[src/design/vtpe_pkg.sv]
// Shared constants, codes and helpers for the vector terminal plot encoder.
`timescale 1ns / 1ps

package vtpe_pkg;

    localparam int COORD_W  = 16;   // plot coordinate width
    localparam int SCALE_W  = 16;   // numerator / denominator width
    localparam int DEV_W    = 12;   // device coordinate width
    localparam int PROD_W   = COORD_W + SCALE_W;
    localparam int QUEUE_D  = 5;    // most bytes one command can produce
    localparam int QIDX_W   = $clog2(QUEUE_D);
    localparam int QCNT_W   = $clog2(QUEUE_D + 1);

    typedef logic [7:0] t_byte;
    typedef logic [6:0] t_addr_byte;
    typedef logic [1:0] t_mode;

    // command codes
    localparam logic [1:0] OP_MOVE     = 2'd0;
    localparam logic [1:0] OP_DRAW     = 2'd1;
    localparam logic [1:0] OP_ERASE    = 2'd2;
    localparam logic [1:0] OP_SET_MODE = 2'd3;

    // terminal modes; MODE_NONE is both the reset state and the invalid request code
    localparam t_mode MODE_ALPHA  = 2'd0;
    localparam t_mode MODE_VECTOR = 2'd1;
    localparam t_mode MODE_POINT  = 2'd2;
    localparam t_mode MODE_NONE   = 2'd3;

    // configuration register indexes
    localparam logic [1:0] CFG_SCALE_NUM = 2'd0;
    localparam logic [1:0] CFG_SCALE_DEN = 2'd1;
    localparam logic [1:0] CFG_X_LIMIT   = 2'd2;
    localparam logic [1:0] CFG_Y_LIMIT   = 2'd3;

    localparam logic [SCALE_W-1:0] RST_SCALE_NUM = 16'd100;
    localparam logic [SCALE_W-1:0] RST_SCALE_DEN = 16'd600;
    localparam logic [DEV_W-1:0]   RST_X_LIMIT   = 12'd1056;
    localparam logic [DEV_W-1:0]   RST_Y_LIMIT   = 12'd800;

    // control characters
    localparam t_byte CODE_CAN = 8'h18;
    localparam t_byte CODE_ESC = 8'h1B;
    localparam t_byte CODE_FF  = 8'h0C;
    localparam t_byte CODE_GS  = 8'h1D;
    localparam t_byte CODE_FS  = 8'h1C;
    localparam t_byte CODE_ERR = 8'h00;

    // address byte tags (upper two of seven bits)
    localparam logic [1:0] TAG_HIGH  = 2'b01;
    localparam logic [1:0] TAG_LOW_Y = 2'b11;
    localparam logic [1:0] TAG_LOW_X = 2'b10;

    // character that enters a valid mode
    function automatic t_byte mode_entry_byte(input t_mode mode);
        t_byte b;
        unique case (mode)
            MODE_ALPHA:  b = CODE_CAN;
            MODE_VECTOR: b = CODE_GS;
            MODE_POINT:  b = CODE_FS;
            default:     b = CODE_ERR;
        endcase
        return b;
    endfunction

endpackage

[src/design/vtpe_scaler.sv]
// Iterative scale-and-clamp unit: coord * num / den, clamped to a limit.
`timescale 1ns / 1ps

module vtpe_scaler (
    input  logic                            i_clk,
    input  logic                            i_rst_n,
    input  logic                            i_start,
    input  logic [vtpe_pkg::COORD_W-1:0]    i_coord,
    input  logic [vtpe_pkg::SCALE_W-1:0]    i_num,
    input  logic [vtpe_pkg::SCALE_W-1:0]    i_den,
    input  logic [vtpe_pkg::DEV_W-1:0]      i_limit,
    output logic                            o_done,
    output logic [vtpe_pkg::DEV_W-1:0]      o_result
);

    localparam logic [1:0] SC_IDLE = 2'd0;
    localparam logic [1:0] SC_CHK  = 2'd1;
    localparam logic [1:0] SC_DIV  = 2'd2;
    localparam logic [1:0] SC_DONE = 2'd3;

    localparam int DEV_W  = vtpe_pkg::DEV_W;
    localparam int SCL_W  = vtpe_pkg::SCALE_W;
    localparam int PROD_W = vtpe_pkg::PROD_W;
    localparam int CNT_W  = $clog2(DEV_W);

    logic [1:0]        r_state;
    logic [PROD_W-1:0] r_prod;   // low DEV_W bits turn into the quotient
    logic [SCL_W-1:0]  r_rem;
    logic [CNT_W-1:0]  r_cnt;
    logic              r_sat;

    logic [PROD_W-1:0] w_prod;
    logic [SCL_W:0]    w_trial;
    logic [SCL_W:0]    w_diff;
    logic              w_ge;
    logic              w_over;
    logic [DEV_W-1:0]  w_quo;

    assign w_prod  = PROD_W'(i_coord) * PROD_W'(i_num);
    // quotient >= 2^DEV_W exactly when the high part reaches the divisor
    assign w_over  = r_prod[PROD_W-1:DEV_W] >= (PROD_W-DEV_W)'(i_den);
    assign w_trial = {r_rem, r_prod[DEV_W-1]};
    assign w_ge    = w_trial >= {1'b0, i_den};
    assign w_diff  = w_trial - {1'b0, i_den};
    assign w_quo   = r_prod[DEV_W-1:0];

    assign o_done   = (r_state == SC_DONE);
    assign o_result = (r_sat || (w_quo > i_limit)) ? i_limit : w_quo;

    always_ff @(posedge i_clk) begin
        if (!i_rst_n) begin
            r_state <= SC_IDLE;
        end else begin
            unique case (r_state)
                SC_IDLE: begin
                    if (i_start) begin
                        r_prod  <= w_prod;
                        r_state <= SC_CHK;
                    end
                end
                SC_CHK: begin
                    r_cnt <= '0;
                    if (w_over) begin
                        r_sat   <= 1'b1;
                        r_state <= SC_DONE;
                    end else begin
                        r_sat   <= 1'b0;
                        r_rem   <= r_prod[DEV_W+SCL_W-1:DEV_W];
                        r_state <= SC_DIV;
                    end
                end
                SC_DIV: begin
                    // restoring step: one quotient bit per cycle
                    r_rem <= w_ge ? w_diff[SCL_W-1:0] : w_trial[SCL_W-1:0];
                    r_prod[DEV_W-1:0] <= {r_prod[DEV_W-2:0], w_ge};
                    r_cnt <= r_cnt + CNT_W'(1);
                    if (r_cnt == CNT_W'(DEV_W - 1)) begin
                        r_state <= SC_DONE;
                    end
                end
                SC_DONE: begin
                    r_state <= SC_IDLE;
                end
                default: begin
                    r_state <= SC_IDLE;
                end
            endcase
        end
    end

endmodule

[src/design/vector_terminal_plot_encoder_core.sv]
// Top level of the vector terminal plot encoder: command sequencer and byte queue.
`timescale 1ns / 1ps

// Move or draw: two passes of the shared scaler (multiply, range check, 12 divide steps
//   unless the check saturates, result), then address build; erase, and a set mode
//   that emits a byte, have their first byte the cycle after the request.
// Throughput: one request at a time; the next is taken once every queued byte has left,
//   one byte per cycle when the sink is ready.
// Reset (synchronous, active low): mode unknown, address lost, previous address bytes
//   zero, scale 100/600, limits 1056 x 800; no clearing pass.
module vector_terminal_plot_encoder_core (
    input  logic        i_clk,
    input  logic        i_rst_n,

    // request channel
    input  logic        i_in_valid,
    output logic        o_in_ready,
    input  logic [1:0]  i_op,
    input  logic [15:0] i_x_coord,
    input  logic [15:0] i_y_coord,
    input  logic [1:0]  i_mode_code,

    // byte channel
    output logic        o_out_valid,
    input  logic        i_out_ready,
    output logic [7:0]  o_out_byte,
    output logic        o_last_byte,
    output logic        o_mode_error,

    // configuration writes
    input  logic        i_cfg_valid,
    output logic        o_cfg_ready,
    input  logic [1:0]  i_cfg_index,
    input  logic [15:0] i_cfg_data
);

    localparam int DEV_W  = vtpe_pkg::DEV_W;
    localparam int QD     = vtpe_pkg::QUEUE_D;
    localparam int QIDX_W = vtpe_pkg::QIDX_W;
    localparam int QCNT_W = vtpe_pkg::QCNT_W;

    // sequencer states
    localparam logic [2:0] ST_IDLE  = 3'd0;
    localparam logic [2:0] ST_XGO   = 3'd1;
    localparam logic [2:0] ST_XWAIT = 3'd2;
    localparam logic [2:0] ST_YGO   = 3'd3;
    localparam logic [2:0] ST_YWAIT = 3'd4;
    localparam logic [2:0] ST_ADDR  = 3'd5;
    localparam logic [2:0] ST_SEND  = 3'd6;

    // configuration
    logic [vtpe_pkg::SCALE_W-1:0] r_num;
    logic [vtpe_pkg::SCALE_W-1:0] r_den;
    logic [DEV_W-1:0]             r_x_limit;
    logic [DEV_W-1:0]             r_y_limit;

    // sequencer and terminal state
    logic [2:0]             r_state,  n_state;
    vtpe_pkg::t_mode        r_mode,   n_mode;
    logic                   r_lost,   n_lost;
    vtpe_pkg::t_addr_byte   r_prev_hy, n_prev_hy;
    vtpe_pkg::t_addr_byte   r_prev_ly, n_prev_ly;
    vtpe_pkg::t_addr_byte   r_prev_hx, n_prev_hx;
    vtpe_pkg::t_addr_byte   r_prev_lx, n_prev_lx;

    // captured request and scaled coordinates
    logic [1:0]             r_op,  n_op;
    logic [15:0]            r_x,   n_x;
    logic [15:0]            r_y,   n_y;
    logic [DEV_W-1:0]       r_xs,  n_xs;
    logic [DEV_W-1:0]       r_ys,  n_ys;

    // output byte queue; head at entry 0
    vtpe_pkg::t_byte        r_q [QD];
    vtpe_pkg::t_byte        n_q [QD];
    logic [QCNT_W-1:0]      r_cnt, n_cnt;
    logic                   r_err, n_err;

    // scaler hookup
    logic                   w_sc_start;
    logic                   w_sc_x;
    logic                   w_sc_done;
    logic [DEV_W-1:0]       w_sc_result;

    // address build
    vtpe_pkg::t_addr_byte   w_hy, w_ly, w_hx, w_lx;
    logic                   w_chy, w_cly, w_chx, w_clx;
    logic [QIDX_W:0]        v_k;

    assign o_in_ready  = (r_state == ST_IDLE);
    assign o_out_valid = (r_state == ST_SEND);
    assign o_out_byte  = r_q[0];
    assign o_last_byte = (r_cnt == QCNT_W'(1));
    assign o_mode_error = r_err;
    assign o_cfg_ready = 1'b1;

    // one shared scaler does x, then y
    assign w_sc_start = (r_state == ST_XGO) || (r_state == ST_YGO);
    assign w_sc_x     = (r_state == ST_XGO) || (r_state == ST_XWAIT);

    vtpe_scaler u_scaler (
        .i_clk    (i_clk),
        .i_rst_n  (i_rst_n),
        .i_start  (w_sc_start),
        .i_coord  (w_sc_x ? r_x : r_y),
        .i_num    (r_num),
        .i_den    (r_den),
        .i_limit  (w_sc_x ? r_x_limit : r_y_limit),
        .o_done   (w_sc_done),
        .o_result (w_sc_result)
    );

    // graph address bytes, 5-bit fields
    assign w_hy = {vtpe_pkg::TAG_HIGH,  r_ys[9:5]};
    assign w_ly = {vtpe_pkg::TAG_LOW_Y, r_ys[4:0]};
    assign w_hx = {vtpe_pkg::TAG_HIGH,  r_xs[9:5]};
    assign w_lx = {vtpe_pkg::TAG_LOW_X, r_xs[4:0]};
    assign w_chy = (w_hy != r_prev_hy);
    assign w_cly = (w_ly != r_prev_ly);
    assign w_chx = (w_hx != r_prev_hx);
    assign w_clx = (w_lx != r_prev_lx);

    always_ff @(posedge i_clk) begin
        if (!i_rst_n) begin
            r_num     <= vtpe_pkg::RST_SCALE_NUM;
            r_den     <= vtpe_pkg::RST_SCALE_DEN;
            r_x_limit <= vtpe_pkg::RST_X_LIMIT;
            r_y_limit <= vtpe_pkg::RST_Y_LIMIT;
        end else if (i_cfg_valid) begin
            unique case (i_cfg_index)
                vtpe_pkg::CFG_SCALE_NUM: r_num     <= i_cfg_data;
                vtpe_pkg::CFG_SCALE_DEN: r_den     <= i_cfg_data;
                vtpe_pkg::CFG_X_LIMIT:   r_x_limit <= i_cfg_data[DEV_W-1:0];
                vtpe_pkg::CFG_Y_LIMIT:   r_y_limit <= i_cfg_data[DEV_W-1:0];
                default: ;
            endcase
        end
    end

    always_comb begin
        n_state   = r_state;
        n_mode    = r_mode;
        n_lost    = r_lost;
        n_prev_hy = r_prev_hy;
        n_prev_ly = r_prev_ly;
        n_prev_hx = r_prev_hx;
        n_prev_lx = r_prev_lx;
        n_op      = r_op;
        n_x       = r_x;
        n_y       = r_y;
        n_xs      = r_xs;
        n_ys      = r_ys;
        n_q       = r_q;
        n_cnt     = r_cnt;
        n_err     = r_err;
        v_k       = '0;

        unique case (r_state)
            ST_IDLE: begin
                if (i_in_valid) begin
                    n_op = i_op;
                    n_x  = i_x_coord;
                    n_y  = i_y_coord;
                    unique case (i_op)
                        vtpe_pkg::OP_MOVE, vtpe_pkg::OP_DRAW: begin
                            n_state = ST_XGO;
                        end
                        vtpe_pkg::OP_ERASE: begin
                            // CAN only when leaving another mode, then ESC FF
                            if (r_mode != vtpe_pkg::MODE_ALPHA) begin
                                n_q[0] = vtpe_pkg::CODE_CAN;
                                n_q[1] = vtpe_pkg::CODE_ESC;
                                n_q[2] = vtpe_pkg::CODE_FF;
                                n_cnt  = QCNT_W'(3);
                            end else begin
                                n_q[0] = vtpe_pkg::CODE_ESC;
                                n_q[1] = vtpe_pkg::CODE_FF;
                                n_cnt  = QCNT_W'(2);
                            end
                            n_mode  = vtpe_pkg::MODE_ALPHA;
                            n_lost  = 1'b1;
                            n_state = ST_SEND;
                        end
                        vtpe_pkg::OP_SET_MODE: begin
                            if (i_mode_code == vtpe_pkg::MODE_NONE) begin
                                // unknown mode: single error result, state untouched
                                n_q[0]  = vtpe_pkg::CODE_ERR;
                                n_cnt   = QCNT_W'(1);
                                n_err   = 1'b1;
                                n_state = ST_SEND;
                            end else begin
                                if (i_mode_code != r_mode) begin
                                    n_q[0]  = vtpe_pkg::mode_entry_byte(i_mode_code);
                                    n_cnt   = QCNT_W'(1);
                                    n_state = ST_SEND;
                                end
                                n_mode = i_mode_code;
                                // alpha and point drop the address latches
                                if (i_mode_code != vtpe_pkg::MODE_VECTOR) begin
                                    n_lost = 1'b1;
                                end
                            end
                        end
                        default: ;
                    endcase
                end
            end
            ST_XGO: begin
                n_state = ST_XWAIT;
            end
            ST_XWAIT: begin
                if (w_sc_done) begin
                    n_xs    = w_sc_result;
                    n_state = ST_YGO;
                end
            end
            ST_YGO: begin
                n_state = ST_YWAIT;
            end
            ST_YWAIT: begin
                if (w_sc_done) begin
                    n_ys    = w_sc_result;
                    n_state = ST_ADDR;
                end
            end
            ST_ADDR: begin
                // GS if move; changed addr bytes, low Y if high X did, low X if any did
                if (r_op == vtpe_pkg::OP_MOVE) begin
                    n_q[v_k[QIDX_W-1:0]] = vtpe_pkg::CODE_GS;
                    v_k = v_k + 1'b1;
                end
                if (r_lost || w_chy) begin
                    n_q[v_k[QIDX_W-1:0]] = {1'b0, w_hy};
                    v_k = v_k + 1'b1;
                end
                if (r_lost || w_cly || w_chx) begin
                    n_q[v_k[QIDX_W-1:0]] = {1'b0, w_ly};
                    v_k = v_k + 1'b1;
                end
                if (r_lost || w_chx) begin
                    n_q[v_k[QIDX_W-1:0]] = {1'b0, w_hx};
                    v_k = v_k + 1'b1;
                end
                if (r_lost || w_chy || w_chx || w_cly || w_clx) begin
                    n_q[v_k[QIDX_W-1:0]] = {1'b0, w_lx};
                    v_k = v_k + 1'b1;
                end
                n_cnt     = QCNT_W'(v_k);
                n_prev_hy = w_hy;
                n_prev_ly = w_ly;
                n_prev_hx = w_hx;
                n_prev_lx = w_lx;
                n_lost    = 1'b0;
                n_state   = (v_k == '0) ? ST_IDLE : ST_SEND;
            end
            ST_SEND: begin
                if (i_out_ready) begin
                    for (int i = 0; i < QD - 1; i++) begin
                        n_q[i] = r_q[i+1];
                    end
                    n_cnt = r_cnt - 1'b1;
                    if (r_cnt == QCNT_W'(1)) begin
                        n_err   = 1'b0;
                        n_state = ST_IDLE;
                    end
                end
            end
            default: begin
                n_state = ST_IDLE;
            end
        endcase
    end

    always_ff @(posedge i_clk) begin
        if (!i_rst_n) begin
            r_state   <= ST_IDLE;
            r_mode    <= vtpe_pkg::MODE_NONE;
            r_lost    <= 1'b1;
            r_prev_hy <= '0;
            r_prev_ly <= '0;
            r_prev_hx <= '0;
            r_prev_lx <= '0;
            r_cnt     <= '0;
            r_err     <= 1'b0;
        end else begin
            r_state   <= n_state;
            r_mode    <= n_mode;
            r_lost    <= n_lost;
            r_prev_hy <= n_prev_hy;
            r_prev_ly <= n_prev_ly;
            r_prev_hx <= n_prev_hx;
            r_prev_lx <= n_prev_lx;
            r_cnt     <= n_cnt;
            r_err     <= n_err;
        end
    end

    // payload registers, no reset
    always_ff @(posedge i_clk) begin
        r_op <= n_op;
        r_x  <= n_x;
        r_y  <= n_y;
        r_xs <= n_xs;
        r_ys <= n_ys;
        r_q  <= n_q;
    end

endmodule
[config.mk]
export PLATFORM = sky130hd
export DESIGN_NAME = vector_terminal_plot_encoder_core
export DESIGN_NICKNAME = d
export VERILOG_FILES = /design/src/design/vtpe_pkg.sv /design/src/design/vtpe_scaler.sv /design/src/design/vector_terminal_plot_encoder_core.sv
export SDC_FILE = /design/constraint.sdc
export NUM_CORES = 1
export LEC_CHECK = 0
export ABC_AREA = 1
export BUFFER_PORTS_ARGS = -buffer_cell sky130_fd_sc_hd__clkbuf_2
export CAP_MARGIN = 20
export CORE_MARGIN = 8
export CORE_UTILIZATION = 50
export DETAILED_ROUTE_END_ITERATION = 10
export GPL_ROUTABILITY_DRIVEN = 1
export PLACE_DENSITY_LB_ADDON = 0.1
export SLEW_MARGIN = 0
export SYNTH_ARGS = -nofsm -noshare
export SYNTH_HDL_FRONTEND = slang
export SYNTH_SLANG_ARGS = --single-unit
export TNS_END_PERCENT = 5
[constraint.sdc]
create_clock -name i_clk -period 11.7 [get_ports i_clk]
set_input_delay 0 -clock i_clk [delete_from_list [all_inputs] [get_ports i_clk]]
set_output_delay 0 -clock i_clk [all_outputs]
set_load 0.1 [all_outputs]
==> results.txt <==
Status = finished, final reports clean
RSZ-0062 raised after global routing = false
Root buf cell = clkbuf_16
Least-Margin Pin Slew = 1.025 ns
Bufs on Longest Clock Path = 3
Antenna fix cells = 0
Worst Setup Start Kind = flip-flop
Die Ht = 219.2 µm
Seq/Total Area, Yosys = 0.3003
Largest family of logic cells by synthesized area = adder cells
Syn Nets = 2,871
Wirelength per Cell = 19.89 µm
Gr ovfl total = 0
Utilization after layout = 0.5626
Fillers = 3,800
Total GRT Usage = 0.2584
Routability Congestion = 0.9676
Top cells by area, synth = edfxtp_1 (21%), fa_1 (19%), ha_1 (9.8%), dfxtp_1 (8.6%), nand2_1 (8.4%)
Yosys cell types = 56
Drt via density = 5.528
Synth warn = 0
Relative slew slack = 0.3164
Commonest cells post-synth = nand2_1 (463), inv_1 (404), nor2_1 (247)
R2R depth = 26
Finish-stage setup viols = 0
Multiplexer share of the synthesized area = 0.002425
Setup Buffers After CTS = 0
Detailed Route Iter0 Violations = 1,416
CP Max Fanout = 23
Buffers added on ports = 70
DR pass1 iterations = 7
Drt drc = 0
Avg Inst Size Synth = 8.409 µm²
Worst Setup Path Type = reg -> reg
Starting density of the core = 0.5054
Syn-to-layout area delta = 11.32%
CTS tree = done
WL final = 61,710 µm
Die footprint = 48,030 µm²
Post-Synth XOR/XNOR Area = 0.01825
Max-slew violation count = 0
Final ANT Viol Nets = 0
HPWL Detailed = 48,720 µm
Worst clock skew = 0.008337 ns
Number of clock sinks = 236
WP data arrival = 9.04 ns
Fin crit share = 0.7453
Cell Rows = 74
Crit. End Element = flip-flop
Synth Area in Simple Gates = 0.1676
Worst EP required = 12.02 ns
CTS buffer count = 29
Post-synth top flop = edfxtp_1
Most frequent cell after synthesis = nand2_1
Largest net degree at the start of global routing = 84
Asr flop ratio synth = 0
Vias in the first global route = 17.24k
Core area = 40,830 µm²
Fin crit period = 8.720 ns
Hold Path Origin = i_cfg_valid
Final hold viol count = 0
H-tree lvl count = 1
Initial antenna violation count = 1
Worst-path clk slew = 0.06 ns
Crit path from = r_state[1]
Mapped Area = 20,630 µm²
Worst flop-to-flop path startpoint = r_state[1]
Compound-cell area share of the yosys netlist = 0.1254
Setup tns final = 0 ns
EDFF count, synth = 147
Final net count = 2,964
DR vias = 17.15k
Die width = 219.2 µm
Layout cells sized above 1 = 0.08599
Yosys reg bits = 236
Max cap viols = 0
Hold Crit Depth = 5
Synth area leader = edfxtp_1
Gate Count Post-Synth = 2,454
IO Pins = 72
PostCTS Resize Cnt = 0
Worst-Skew Late Latency = 0.58 ns
Top-area cell type share of the netlist area = 0.2139
Post-synthesis adder-cell area fraction = 0.2884
Type of the most critical hold path = in -> reg
Fmax = 114.7 MHz
First-pass GRT wire length = 96,660 µm
WHS = 0.04494 ns
==> cell type report <==
cell class                      instances  area (µm²)  area share
Clock buffer                           38       800.8     0.03486
Clock inverter                         16       113.9    0.004957
Inverter                              428        1607     0.06994
Multi-Input combinational cell       1703       12450      0.5419
Sequential cell                       236        6196      0.2697
Tap cell                              532       665.6     0.02898
Timing Repair Buffer                  149        1141     0.04968
==> metrics by stage <==
stage | std cells | worst slack (ns) | cell area [µm²]
2_1_floorplan | 2454 | 5.137 | 20630
3_3_place_gp | 2981 | 3.052 | 21360
3_5_place_dp | 2982 | 3.071 | 21380
4_1_cts | 3099 | 3.027 | 22930
5_1_grt | 3102 | 2.421 | 22970
6_report | 3102 | 2.980 | 22970
==> worst max-delay path, cell delays in order, from the launching register on <==
cell and delay [ns]:
dfxtp_1 0.34, inv_1 0.07, nor2_1 0.25, inv_1 0.14, a21oi_2 0.13, buf_4 0.29
inv_1 0.33, buf_16 0.26, o21ai_0 0.66, inv_1 0.45, nand2_1 0.20, fa_1 0.43
fa_1 0.52, inv_1 0.06, fa_1 0.50, fa_1 0.52, fa_1 0.55, inv_1 0.06
fa_1 0.52, inv_1 0.04, ha_1 0.36, nand2_1 0.16, nor4_1 0.64, o21ai_0 0.30
nand3_1 0.34, a21oi_1 0.15, xnor2_1 0.16
==> timing repair <==
action / in CTS / in global routing
endpoints found under the hold margin: 93 / 0
hold buffers: 63 / 0
setup endpoints to repair: 0 / 0
==> final timing paths <==
check,endpoint,slack (ns)
setup / recovery,u_scaler.r_prod[26],2.98
setup reg to reg,u_scaler.r_prod[26],2.98
hold / removal,r_x_limit[10],0.04
hold reg to reg,r_x_limit[5],0.45
==> registers in the layout, summed over array words and instances, names as in the netlist, 10 cells and up <==
register         cells
r_q                 32
u_scaler.r_prod     32
r_den               16
r_num               16
r_x                 16
r_y                 16
u_scaler.r_rem      16
r_x_limit           12
r_y_limit           12
r_xs                10
r_ys                10
==> cells by family after synthesis <==
| group | count (synthesis) |
|---|---|
| AOI/OAI and AO/OA | 458 |
| xor gates and xnor gates | 43 |
| adders and majority gates | 358 |
| buffers and inverters | 515 |
| DFF | 236 |
| muxes | 5 |
| other | 1 |
| and+or+nand+nor | 838 |
==> per-layer routing <==
metal / GRT usage / vias to the layer above / routed length (µm)
li1: - / 8058 / -
met1: 0.3351 / 8312 / 25240
met2: 0.4264 / 629 / 29400
met3: 0.03869 / 146 / 4088
met4: 0.1128 / 2 / 2967
met5: 0 / - / 16
==> cells in the final DEF, fill, tap and decap left out, types with 38 or more instances in the layout <==
| cell type | instances |
|---|---|
| a21oi_1 | 162 |
| clkbuf_2 | 70 |
| dfxtp_1 | 89 |
| dlygate4sd3_1 | 63 |
| edfxtp_1 | 147 |
| fa_1 | 196 |
| ha_1 | 162 |
| inv_1 | 404 |
| nand2_1 | 463 |
| nand3_1 | 50 |
| nor2_1 | 243 |
| o211ai_1 | 38 |
| o21ai_0 | 166 |
Power is left out: the tool's default activity adds up to more than one toggle a clock period on the data nets, which glitch-free logic cannot reach.
